$ cat src/bsrl_pkg.sv
`timescale 1ns / 1ps

package bsrl_pkg;

    localparam int OPCODE_W     = 1;
    localparam int TARGET_W     = 2;
    localparam int INDEX_OUT_W  = 2;
    localparam int COUNT_OUT_W  = 32;
    localparam int CFG_INDEX_W  = 2;
    localparam int CFG_DATA_W   = 3;
    localparam int BCOUNT_W     = 3;

    localparam logic [BCOUNT_W-1:0] BCOUNT_RESET = 3'd4;

    localparam logic [OPCODE_W-1:0] OP_SELECT = 1'b0;
    localparam logic [OPCODE_W-1:0] OP_STATUS = 1'b1;

    localparam logic POLICY_RR = 1'b0;
    localparam logic POLICY_LC = 1'b1;

    localparam logic [CFG_INDEX_W-1:0] CFG_POLICY_MODE   = 2'd0;
    localparam logic [CFG_INDEX_W-1:0] CFG_BACKEND_COUNT = 2'd1;

    typedef enum logic [2:0] {
        S_IDLE,
        S_SCAN,
        S_DRAIN,
        S_READ,
        S_BUMP
    } t_state;

endpackage

$ cat src/backend_selector_rr_least_count.sv
`timescale 1ns / 1ps

// A status beat gives its result in the cycle after acceptance. A request runs
// a scan that visits one backend entry per cycle, up to N entries, N being the backend
// count clamped to 1..MAX_TARGETS; least-count mode adds a drain, then a found entry is
// read and bumped. One item at a time; busy is high until the result strobe.
// A status beat can follow every cycle; a request only once busy is low again.
// The receiver cannot stall. Synchronous active-low reset: all backends up, counters zero.
module backend_selector_rr_least_count
    import bsrl_pkg::*;
#(
    parameter int MAX_TARGETS  = 4,
    parameter int COUNTER_BITS = 32
) (
    input  logic                   i_clk,
    input  logic                   i_rst_n,
    input  logic                   start,
    output logic                   busy,
    input  logic [OPCODE_W-1:0]    i_opcode,
    input  logic [TARGET_W-1:0]    i_target_index,
    input  logic                   i_is_up,
    output logic                   o_valid,
    output logic                   o_found,
    output logic [INDEX_OUT_W-1:0] o_chosen_index,
    output logic [COUNT_OUT_W-1:0] o_chosen_count,
    input  logic                   i_cfg_valid,
    output logic                   o_cfg_ready,
    input  logic [CFG_INDEX_W-1:0] i_cfg_index,
    input  logic [CFG_DATA_W-1:0]  i_cfg_data
);

    localparam int IDX_W = (MAX_TARGETS > 1) ? $clog2(MAX_TARGETS) : 1;
    localparam int CNT_W = $clog2(MAX_TARGETS + 1);
    localparam int TGT_W = (CNT_W > TARGET_W) ? CNT_W : TARGET_W;

    t_state                  r_state, n_state;
    logic                    r_mode;
    logic [BCOUNT_W-1:0]     r_bcount;
    logic [MAX_TARGETS-1:0]  r_up;
    logic [IDX_W-1:0]        r_ptr;
    logic [CNT_W-1:0]        r_n;
    logic [IDX_W-1:0]        r_idx;
    logic [CNT_W-1:0]        r_steps;
    logic                    r_found;
    logic [IDX_W-1:0]        r_best_idx;
    logic [COUNTER_BITS-1:0] r_best_val;
    logic                    r_rd_v;
    logic                    r_rd_up;
    logic [IDX_W-1:0]        r_rd_idx;
    logic                    r_o_valid;
    logic                    r_o_found;
    logic [INDEX_OUT_W-1:0]  r_o_index;
    logic [COUNT_OUT_W-1:0]  r_o_count;

    logic                    w_accept;
    logic [CNT_W-1:0]        w_n;
    logic [CNT_W-1:0]        w_idx_p1;
    logic [IDX_W-1:0]        w_idx_next;
    logic                    w_last;
    logic [IDX_W-1:0]        w_ptr_eff;
    logic [COUNTER_BITS-1:0] w_rd_data;
    logic [COUNTER_BITS-1:0] w_inc;
    logic                    w_upd;
    logic                    w_found_nx;
    logic                    w_rd_en;
    logic [IDX_W-1:0]        w_rd_addr;
    logic                    w_wr_en;

    assign w_accept    = start && !busy;
    assign o_cfg_ready = 1'b1;

    always_comb begin
        if (r_bcount == '0) begin
            w_n = CNT_W'(1);
        end else if (32'(r_bcount) > 32'(MAX_TARGETS)) begin
            w_n = CNT_W'(MAX_TARGETS);
        end else begin
            w_n = CNT_W'(r_bcount);
        end
    end

    assign w_idx_p1   = CNT_W'(r_idx) + CNT_W'(1);
    assign w_idx_next = (w_idx_p1 >= r_n) ? '0 : IDX_W'(w_idx_p1);
    assign w_last     = (CNT_W'(r_steps + CNT_W'(1)) == r_n);
    assign w_ptr_eff  = (CNT_W'(r_ptr) >= w_n) ? '0 : r_ptr;

    assign w_inc      = (&w_rd_data) ? w_rd_data : w_rd_data + COUNTER_BITS'(1);
    assign w_upd      = r_rd_v && r_rd_up && (!r_found || (w_rd_data < r_best_val));
    assign w_found_nx = r_found || w_upd;

    bsrl_cnt_store #(
        .DEPTH (MAX_TARGETS),
        .WIDTH (COUNTER_BITS),
        .AW    (IDX_W)
    ) u_cnt_store (
        .i_clk     (i_clk),
        .i_rst_n   (i_rst_n),
        .i_rd_en   (w_rd_en),
        .i_rd_addr (w_rd_addr),
        .o_rd_data (w_rd_data),
        .i_wr_en   (w_wr_en),
        .i_wr_addr (r_best_idx),
        .i_wr_data (w_inc)
    );

    always_comb begin
        n_state = r_state;
        case (r_state)
            S_IDLE: begin
                if (w_accept && (i_opcode == OP_SELECT)) begin
                    n_state = S_SCAN;
                end
            end
            S_SCAN: begin
                if (r_mode == POLICY_RR) begin
                    if (r_up[r_idx]) begin
                        n_state = S_READ;
                    end else if (w_last) begin
                        n_state = S_IDLE;
                    end
                end else if (w_last) begin
                    n_state = S_DRAIN;
                end
            end
            S_DRAIN: begin
                n_state = w_found_nx ? S_READ : S_IDLE;
            end
            S_READ:  n_state = S_BUMP;
            S_BUMP:  n_state = S_IDLE;
            default: n_state = S_IDLE;
        endcase
    end

    always_comb begin
        w_rd_en   = 1'b0;
        w_rd_addr = r_idx;
        w_wr_en   = 1'b0;
        case (r_state)
            S_SCAN:  w_rd_en = (r_mode == POLICY_LC);
            S_READ: begin
                w_rd_en   = 1'b1;
                w_rd_addr = r_best_idx;
            end
            S_BUMP:  w_wr_en = 1'b1;
            default: w_rd_en = 1'b0;
        endcase
    end

    always_ff @(posedge i_clk) begin
        if (!i_rst_n) begin
            r_state <= S_IDLE;
        end else begin
            r_state <= n_state;
        end
    end

    always_ff @(posedge i_clk) begin
        if (!i_rst_n) begin
            r_mode     <= POLICY_RR;
            r_bcount   <= BCOUNT_RESET;
            r_up       <= '1;
            r_ptr      <= '0;
            r_n        <= '0;
            r_idx      <= '0;
            r_steps    <= '0;
            r_found    <= 1'b0;
            r_best_idx <= '0;
            r_best_val <= '0;
            r_rd_v     <= 1'b0;
            r_rd_up    <= 1'b0;
            r_rd_idx   <= '0;
            r_o_valid  <= 1'b0;
            r_o_found  <= 1'b0;
            r_o_index  <= '0;
            r_o_count  <= '0;
        end else begin
            r_o_valid <= 1'b0;
            r_rd_v    <= (r_state == S_SCAN) && (r_mode == POLICY_LC);
            r_rd_up   <= r_up[r_idx];
            r_rd_idx  <= r_idx;

            if (i_cfg_valid) begin
                case (i_cfg_index)
                    CFG_POLICY_MODE:   r_mode   <= i_cfg_data[0];
                    CFG_BACKEND_COUNT: r_bcount <= BCOUNT_W'(i_cfg_data);
                    default:           r_mode   <= r_mode;
                endcase
            end

            if (w_upd) begin
                r_found    <= 1'b1;
                r_best_idx <= r_rd_idx;
                r_best_val <= w_rd_data;
            end

            case (r_state)
                S_IDLE: begin
                    if (w_accept) begin
                        if (i_opcode == OP_STATUS) begin
                            if (TGT_W'(i_target_index) < TGT_W'(w_n)) begin
                                r_up[IDX_W'(i_target_index)] <= i_is_up;
                            end
                            r_o_valid <= 1'b1;
                            r_o_found <= 1'b0;
                            r_o_index <= '0;
                            r_o_count <= '0;
                        end else begin
                            r_n     <= w_n;
                            r_steps <= '0;
                            r_found <= 1'b0;
                            if (r_mode == POLICY_RR) begin
                                r_ptr <= w_ptr_eff;
                                r_idx <= w_ptr_eff;
                            end else begin
                                r_idx <= '0;
                            end
                        end
                    end
                end
                S_SCAN: begin
                    r_steps <= CNT_W'(r_steps + CNT_W'(1));
                    if (r_mode == POLICY_RR) begin
                        if (r_up[r_idx]) begin
                            r_best_idx <= r_idx;
                            r_ptr      <= w_idx_next;
                        end else begin
                            r_idx <= w_idx_next;
                            if (w_last) begin
                                r_o_valid <= 1'b1;
                                r_o_found <= 1'b0;
                                r_o_index <= '0;
                                r_o_count <= '0;
                            end
                        end
                    end else begin
                        r_idx <= w_idx_next;
                    end
                end
                S_DRAIN: begin
                    if (!w_found_nx) begin
                        r_o_valid <= 1'b1;
                        r_o_found <= 1'b0;
                        r_o_index <= '0;
                        r_o_count <= '0;
                    end
                end
                S_BUMP: begin
                    r_o_valid <= 1'b1;
                    r_o_found <= 1'b1;
                    r_o_index <= INDEX_OUT_W'(r_best_idx);
                    r_o_count <= COUNT_OUT_W'(w_inc);
                end
                default: r_o_valid <= 1'b0;
            endcase
        end
    end

    assign busy           = (r_state != S_IDLE);
    assign o_valid        = r_o_valid;
    assign o_found        = r_o_found;
    assign o_chosen_index = r_o_index;
    assign o_chosen_count = r_o_count;

    a_empty_result: assert property (@(posedge i_clk) disable iff (!i_rst_n)
        (o_valid && !o_found) |-> (o_chosen_index == '0) && (o_chosen_count == '0))
        else $error("result beat without a backend carries nonzero fields");

    a_status_result: assert property (@(posedge i_clk) disable iff (!i_rst_n)
        (w_accept && (i_opcode == OP_STATUS)) |=> (o_valid && !o_found && !busy))
        else $error("status beat did not produce its result on the next cycle");

    a_select_busy: assert property (@(posedge i_clk) disable iff (!i_rst_n)
        (w_accept && (i_opcode == OP_SELECT)) |=> (busy && !o_valid))
        else $error("request beat did not start the scan");

    a_bump_result: assert property (@(posedge i_clk) disable iff (!i_rst_n)
        (r_state == S_BUMP) |=> (o_valid && o_found && !busy))
        else $error("counter update did not deliver a found result");

endmodule

$ cat src/bsrl_cnt_store.sv
`timescale 1ns / 1ps

module bsrl_cnt_store
    import bsrl_pkg::*;
#(
    parameter int DEPTH = 4,
    parameter int WIDTH = 32,
    parameter int AW    = 2
) (
    input  logic             i_clk,
    input  logic             i_rst_n,
    input  logic             i_rd_en,
    input  logic [AW-1:0]    i_rd_addr,
    output logic [WIDTH-1:0] o_rd_data,
    input  logic             i_wr_en,
    input  logic [AW-1:0]    i_wr_addr,
    input  logic [WIDTH-1:0] i_wr_data
);

    // Entries never written read as zero through the valid bits.
    logic [WIDTH-1:0] r_mem [DEPTH];
    logic [DEPTH-1:0] r_vld;
    logic [WIDTH-1:0] r_rd_data;
    logic             r_rd_vld;

    always_ff @(posedge i_clk) begin
        if (!i_rst_n) begin
            r_vld <= '0;
        end else if (i_wr_en) begin
            r_vld[i_wr_addr] <= 1'b1;
        end
    end

    always_ff @(posedge i_clk) begin
        if (i_wr_en) begin
            r_mem[i_wr_addr] <= i_wr_data;
        end
    end

    always_ff @(posedge i_clk) begin
        if (i_rd_en) begin
            r_rd_data <= r_mem[i_rd_addr];
            r_rd_vld  <= r_vld[i_rd_addr];
        end
    end

    assign o_rd_data = r_rd_vld ? r_rd_data : '0;

endmodule
$ cat config.mk
export PLATFORM = sky130hd
export DESIGN_NAME = backend_selector_rr_least_count
export DESIGN_NICKNAME = d
export VERILOG_FILES = /design/src/bsrl_pkg.sv /design/src/backend_selector_rr_least_count.sv /design/src/bsrl_cnt_store.sv
export SDC_FILE = /design/constraint.sdc
export NUM_CORES = 1
export LEC_CHECK = 0
export ABC_AREA = 0
export ABC_CLOCK_PERIOD_IN_PS = 10400
export BUFFER_PORTS_ARGS = -buffer_cell sky130_fd_sc_hd__buf_2
export CAP_MARGIN = 30
export CORE_ASPECT_RATIO = 1.25
export CORE_UTILIZATION = 45
export CTS_CLUSTER_DIAMETER = 40
export DETAILED_ROUTE_END_ITERATION = 10
export MAX_ROUTING_LAYER = met4
export PLACE_DENSITY = 0.68
export SLEW_MARGIN = 20
export SYNTH_ARGS = -nofsm -noshare
export SYNTH_HDL_FRONTEND = slang
export SYNTH_SLANG_ARGS = --single-unit
$ cat constraint.sdc
create_clock -name i_clk -period 10.4 [get_ports i_clk]
set_input_delay 2.08 -clock i_clk [delete_from_list [all_inputs] [get_ports i_clk]]
set_output_delay 2.08 -clock i_clk [all_outputs]
set_load 0.03 [all_outputs]
### Word level (Yosys, flattened, before mapping)

Memory sizes are Yosys's and may differ from the RTL's. A register that Yosys moved wholly into a read port is not among the register bits.
Index checks and enable logic that the tools add are counted.
Widths: inputs -> output; s select.

| word-level totals | value |
|---|---|
| bits in registers | 101 |
| latch bits | 0 |
| bits in writable memories | 128 |
| bits in read-only memories | 0 |
| output and inout bits | 38 |
| logic and storage cells | 161 |
| memories | 1 |

Memory list:

| memory | words | width | rd ports | clocked after memory_dff | wr ports | line | RTL |
|---|---|---|---|---|---|---|---|
| u_cnt_store.r_mem | 4 | 32 | 1 | 1 | 1 | bsrl_cnt_store.sv:21 | `logic [WIDTH-1:0] r_mem [DEPTH];` |

| operators by class | value |
|---|---|
| add/sub/neg operators | 3 |
| $mul | 0 |
| div/mod/pow operators | 0 |
| order comparisons | 11 |
| eq/ne operators | 19 |
| shift-type cells | 0 |
| multiplexer cells | 78 |
| bitwise logic cells | 2 |
| reductions and logical operators | 27 |

Operator list:

| kind | count |
|---|---|
| $mux 32 | 8 |
| $pmux 32 s4 | 1 |
| $mux 2 | 24 |
| $add 32x1->32 const B | 1 |
| $lt 32x32->1 | 1 |
| $reduce_and 32->1 | 1 |
| $mux 3 | 9 |
| $mux 1 | 23 |
| $ne 2x2->1 const B | 10 |
| $lt 2x3->1 const B | 4 |
| $pmux 3 s4 | 1 |
| $ne 3x3->1 const B | 3 |
| $reduce_and 3->1 | 3 |
| $pmux 1 s4 | 2 |
| $pmux 2 s2 | 2 |
| $pmux 2 s4 | 1 |
| $reduce_and 4->1 | 2 |
| $logic_and 1x1->1 | 7 |
| $reduce_and 7->1 | 1 |
| $eq 3x2->1 const B | 2 |
| $logic_not 3->1 | 2 |
| $pmux 3 s2 | 1 |
| $reduce_and 6->1 | 1 |
| $bmux 1 s2 | 2 |
| 23 further kinds | 28 |

### Depth between registers and ports, before layout

| depth | value |
|---|---|
| word-level depth | 9 |
| mapped depth | 15 |
| gate-level depth less buffers | 10 |

### Cells and area by module

Synthesis repeated with hierarchy kept, for this count alone.

| unflattened totals | value |
|---|---|
| cell total of the unflattened synthesis | 883 |
| area total of the unflattened synthesis | 11551.1 um2 |

By module, submodules not included:

| module | instances | cells each | area each (um2) | seq. area each (um2) |
|---|---|---|---|---|
| bsrl_cnt_store | 1 | 249 | 6032.0 | 4914.7 |
| backend_selector_rr_least_count | 1 | 634 | 5519.0 | 1921.8 |

### Worst setup path before layout

No wires, ideal clock.

| path | value |
|---|---|
| path type | register to register |
| start | reg r_state[1] |
| end | mem u_cnt_store.r_mem[0][0] (enable) |
| setup time | 0.464 ns |
| arrival time | 2.929 ns |
| required time | 9.936 ns |
| slack | 7.008 ns |
| cell stages (with the launch flop) | 5 |
| cell sequence | dfxtp_1 clkbuf_1 nor2_1 nand2_1 nor3_1 |

| on the way | value |
|---|---|
| longest elaborated chain between the ends | 4 |

Ends and longest elaborated chain:

| what | line | RTL |
|---|---|---|
| start, declared | backend_selector_rr_least_count.sv:36 | `t_state r_state, n_state;` |
| start signal, assigned | backend_selector_rr_least_count.sv:153 | `r_state <= n_state;` |
| $eq 3x3->1 | backend_selector_rr_least_count.sv:138 | `case (r_state)` |
| $mux 1 | backend_selector_rr_least_count.sv:138 |  |
| $mux 1 | bsrl_cnt_store.sv:35 | `if (i_wr_en) begin` |
| $mux 1 (not written as such) | bsrl_cnt_store.sv:36 | `r_mem[i_wr_addr] <= i_wr_data;` |
| end, declared | bsrl_cnt_store.sv:21 |  |

No other way between the ends.

### Worst setup path after layout

| path | value |
|---|---|
| start | reg r_state[0] |
| end | out busy |

| on the way | value |
|---|---|
| longest elaborated chain between the ends | 1 |

Ends and longest elaborated chain:

| what | line | RTL |
|---|---|---|
| $reduce_bool 3->1 | backend_selector_rr_least_count.sv:258 | `assign busy = (r_state != S_IDLE);` |
| end, declared | backend_selector_rr_least_count.sv:18 | `output logic busy,` |

No other way between the ends.

==> results by stage <==
Routing:
- In this run the remaining antenna-violating nets after routing total 0.
- For this run, the detailed router's first-pass iteration total came to 5.
- The number of DRC violations after detailed-routing iteration 0 is between 300 and 400.
- The detailed-route wire length is about 24 mm.
- For this run, design rule violations remaining after detail routing come to 0.
- Dividing the detail-routed via count by the number of cells gives 5.39.
- Dividing the detail-routed wire length by the instance count gives between 15 and 20 microns.
- For this block, the via count after detailed routing is 6885.

Synth:
- Of the synthesized area, sequential elements account for 0.603.
- The number of flip-flops and latches in the synthesized netlist is roughly 260.
- During synthesis, Yosys emitted a total of 0 warnings.
- The synthesized netlist occupies a cell area of between 10000 and 15000 sq um.
- The synthesized area per cell is roughly 13 sq um.
- After synthesis, the share of flip-flops with an asynchronous set or reset is 0.
- After technology mapping, the gate count stands at 870.
- The distinct cell type count after synthesis is 61.
- Synthesis produced a netlist with a net count of 922.
- The synthesized design contains 161 enable-type register cells.
- The commonest register cell after synthesis is sky130_fd_sc_hd__edfxtp_1.

GRT:
- Entering global routing, the biggest net connects between 50 and 60 pins.
- Global routing finished with a remaining overflow of 0.
- The first global-routing pass estimated 37.7 mm of wire.
- The initial antenna violation count is 0.
- The total global-route track usage is 0.198.
- The number of global-route vias before repair is 6929.

Clocking:
- The post-CTS repair timing setup buffer count is 0.
- The later-pin clock latency in the skew report is ~510 ps.
- Once the clock tree was built, the resizer swapped 0 gates to a different size.
- The clock tree root buffer cell is sky130_fd_sc_hd__clkbuf_16.
- TritonCTS built the clock tree.
- For this design, the CTS-stage hold fixing added 0 buffers.
- The clock passes through at most 3 buffers.
- The TritonCTS buffer count is 34.
- The tree built by TritonCTS fans out to 261 sinks.
- In this run the number of H-tree levels came out at 2.
- After clock tree synthesis, the clock-pin slew on the worst setup and hold paths is 60 ps.

STA:
- Setup repair after global routing left no endpoint under its margin.
- The number of hold violations in the final report is 0.
- The total count of max-transition violations in the final report is 0.
- The relative slew slack is 0.448.
- The highest attainable clock frequency is between 200 and 300 MHz.
- The final count of negative-setup-slack endpoints is 0.
- The final setup skew is around 15 ps.
- The transition time of the tightest slew-check pin is 811 ps.
- The shortest period the worst path allows is 3890 ps.
- The ratio of final minimum period to clock period is 0.374.
- The total negative slack for setup checks is 0 ps.

Setup path:
- Together, buffers and inverters on the worst path number 2.
- The critical-path cell with the highest stage delay is sky130_fd_sc_hd__nor3_1.
- Traced cell by cell, the critical path runs through nor3_1, inv_1, buf_2.
- The critical path in this run is classified as reg -> out.
- For the worst setup path, the data arrival time is 1810 ps.
- The maximum fanout count along the critical path is 9.
- The sort of element at the end of the critical path is an output port.
- STA classifies the critical path startpoint as a register.
- The cell family contributing the most delay on the critical path is simple AND/OR/NAND/NOR gates.
- The data required time at the worst endpoint is between 8000 and 9000 ps.
- The largest single stage delay on the critical path is 500 ps.

Power and ir drop:
- Of the total power, registers draw 0.440.
- In this run the power spent charging and discharging nets is 580 uW.
- The fraction of power spent switching nets is 0.227.
- The combinational share of power is 0.068.
- In this run the static leakage power is 0.00479 uW.
- The worst ir drop on vdd is 0.127 mV.
- Dividing total power by cell area gives a power density of 194 nW/um^2.
- The internal power of the cells totals just under 2000 uW.
- The share of power burned in the clock network is 0.492.

Place:
- The count of input and output buffers is 49.
- Once placement completed, the tool counted placed cells totaling around 1200.
- The detailed placement HPWL is ~15 mm.
- Routability-driven placement finished with a final weighted congestion of 0.848.

Finish:
- The non-filler instance count after layout is around 1300.
- The fill cell instance count of the final layout is about 2100.
- Across the whole layout, storage elements account for 6840 sq um.
- From synthesis to final layout, the design area changed by 16.4%.
- The number of nets in the final layout is 975.
- For this run, the share of the core covered by cells in the final layout is 0.537.
- The antenna diode instance count is 0.
- The share of cells above drive strength 1 is 0.193.
- The area used by multi-input combinational logic is 4160 sq um.

Run status:
- The run finished with clean final reports.

Floorplan:
- The core area is 24600 sq um.
- The floorplan row count is 64.
- The die is between 100 and 150 microns wide.
- The number of top-level pins is 51.
- The initial utilization of the core area, before any placement, comes to 0.461.
- The die covers 25800 sq um.
- The height of the chip is 179 microns.

Flow run:
- Max-cap violations in this run came to 0.

Min path:
- The worst hold path class is reg -> reg.
==> power groups by stage <==
stage	Combinational (uW)	Clock (uW)	Sequential, uW
global placement	165	0	1150
finish	173	1260	1130
detailed placement	175	0	1150
CTS	175	1280	1130
floorplan	132	0	1140
global route	189	1320	1130
==> registers in the layout, summed over array words and instances (netlist names), 3 cells and up <==
| register | flops |
|---|---|
| o_chosen_count | 32 |
| r_state | 3 |
| u_cnt_store.r_vld | 4 |
| u_cnt_store.r_rd_data | 32 |
| r_bcount | 3 |
| r_up | 4 |
| u_cnt_store.r_mem | 128 |
| r_n | 3 |
| r_steps | 3 |
| r_best_val | 32 |
==> Yosys cell counts, drive strengths merged, types with 2 or more instances <==
master,count,share of area
edfxtp,161,0.43
a22oi,4,0.0026
and4,6,0.0049
nand2,49,0.017
clkbuf,28,0.0093
o21a,3,0.0020
nor3b,2,0.0013
mux2i,40,0.035
mux2,2,0.0023
o211ai,2,0.0013
nand3b,4,0.0026
a21o,4,0.0026
nand2b,10,0.0055
xor2,12,0.0093
buf,19,0.013
xnor2,21,0.016
ha,39,0.043
a22o,28,0.022
nor3,14,0.0075
nor4,4,0.0028
a221oi,2,0.0015
o31ai,4,0.0026
o21ai,12,0.0053
a211oi,4,0.0026
a21oi,30,0.013
dfxtp,100,0.18
or3,2,0.0011
nor2,79,0.026
nor4b,2,0.0015
or2,2,0.0011
mux4,34,0.068
and3,8,0.0049
nand3,20,0.0088
inv,42,0.014
o2bb2ai,2,0.0015
nand4,20,0.012
and2,35,0.020
nor2b,9,0.0050
==> per-stage QoR <==
stage | hold WS (ps) | setup slack (ps) | total power, uW | area, sq um
after floorplan | 431 | 7010 | 1270 | 11300
after global placement | 442 | 6800 | 1310 | 11900
after detailed placement | 450 | 6770 | 1320 | 11900
after CTS | 467 | 6560 | 2590 | 13200
after global routing | 485 | 6470 | 2640 | 13200
final | 461 | 6510 | 2560 | 13200
==> layout by cell type, fill, tap and decap left out, drive strengths merged, types with 3 or more instances in the layout <==
| master | count |
|---|---|
| nand4 | 20 |
| mux4 | 34 |
| xnor2 | 21 |
| nand3b | 4 |
| a211oi | 4 |
| bufinv | 6 |
| nand2b | 10 |
| edfxtp | 161 |
| and2 | 35 |
| clkbuf | 37 |
| a21o | 4 |
| o21a | 3 |
| a22oi | 4 |
| o31ai | 4 |
| nor4 | 4 |
| nand3 | 20 |
| clkinv | 9 |
| dfxtp | 100 |
| buf | 64 |
| ha | 39 |
| and4 | 6 |
| o21ai | 12 |
| a21oi | 30 |
| nor3 | 14 |
| mux2i | 40 |
| a22o | 28 |
| nor2 | 79 |
| nand2 | 49 |
| xor2 | 12 |
| and3 | 8 |
| nor2b | 9 |
| inv | 49 |
==> path summary, 6_finish.rpt <==
path                   startpoint        endpoint  slack (ps)  cells after the start
max reg2reg  u_cnt_store.r_rd_vld  r_best_val[23]        6760                     12
max                    r_state[0]            busy        6510                      3
min reg2reg         r_best_val[2]   r_best_val[2]         460                      2
min                 r_best_val[2]   r_best_val[2]         460                      2
==> worst register-to-register path, cell delays in order (launching register included) <==
cell                       delay [ps]
sky130_fd_sc_hd__edfxtp_1         330
sky130_fd_sc_hd__buf_4            370
sky130_fd_sc_hd__nand2_1          210
sky130_fd_sc_hd__inv_1            130
sky130_fd_sc_hd__ha_1             250
sky130_fd_sc_hd__nand4_1          180
sky130_fd_sc_hd__nor3_1           130
sky130_fd_sc_hd__a21o_1           190
sky130_fd_sc_hd__o32a_1           330
sky130_fd_sc_hd__a41oi_4          560
sky130_fd_sc_hd__buf_4            500
sky130_fd_sc_hd__mux2i_1          240
sky130_fd_sc_hd__nor2_1            50
==> metal layers <==
metal | up-vias | share of wire | track usage
met4 | 0 | 0.031 | 0.0800
li1 | 3317 | - | -
met1 | 3360 | 0.44 | 0.252
met5 | - | 0 | -
met2 | 158 | 0.49 | 0.314
met3 | 50 | 0.041 | 0.0296
==> kinds of logic after synthesis <==
group,count (synthesis),synth area share
simple gates,268,0.123
flops,261,0.603
fa+ha+maj,39,0.0430
xor+xnor,33,0.0255
other cells,1,0.000331
mux,76,0.105
compound gates,103,0.0637
buf+inv,89,0.0359
==> final cells by class <==
type,instances,area share
tap,330,0.0313
clock buffer,37,0.0685
clock inverter,24,0.0253
inverter,42,0.0119
sequential,261,0.518
timing repair buffer,64,0.0295
multi-input combinational,520,0.315
Power figures use the tool's default switching activity.
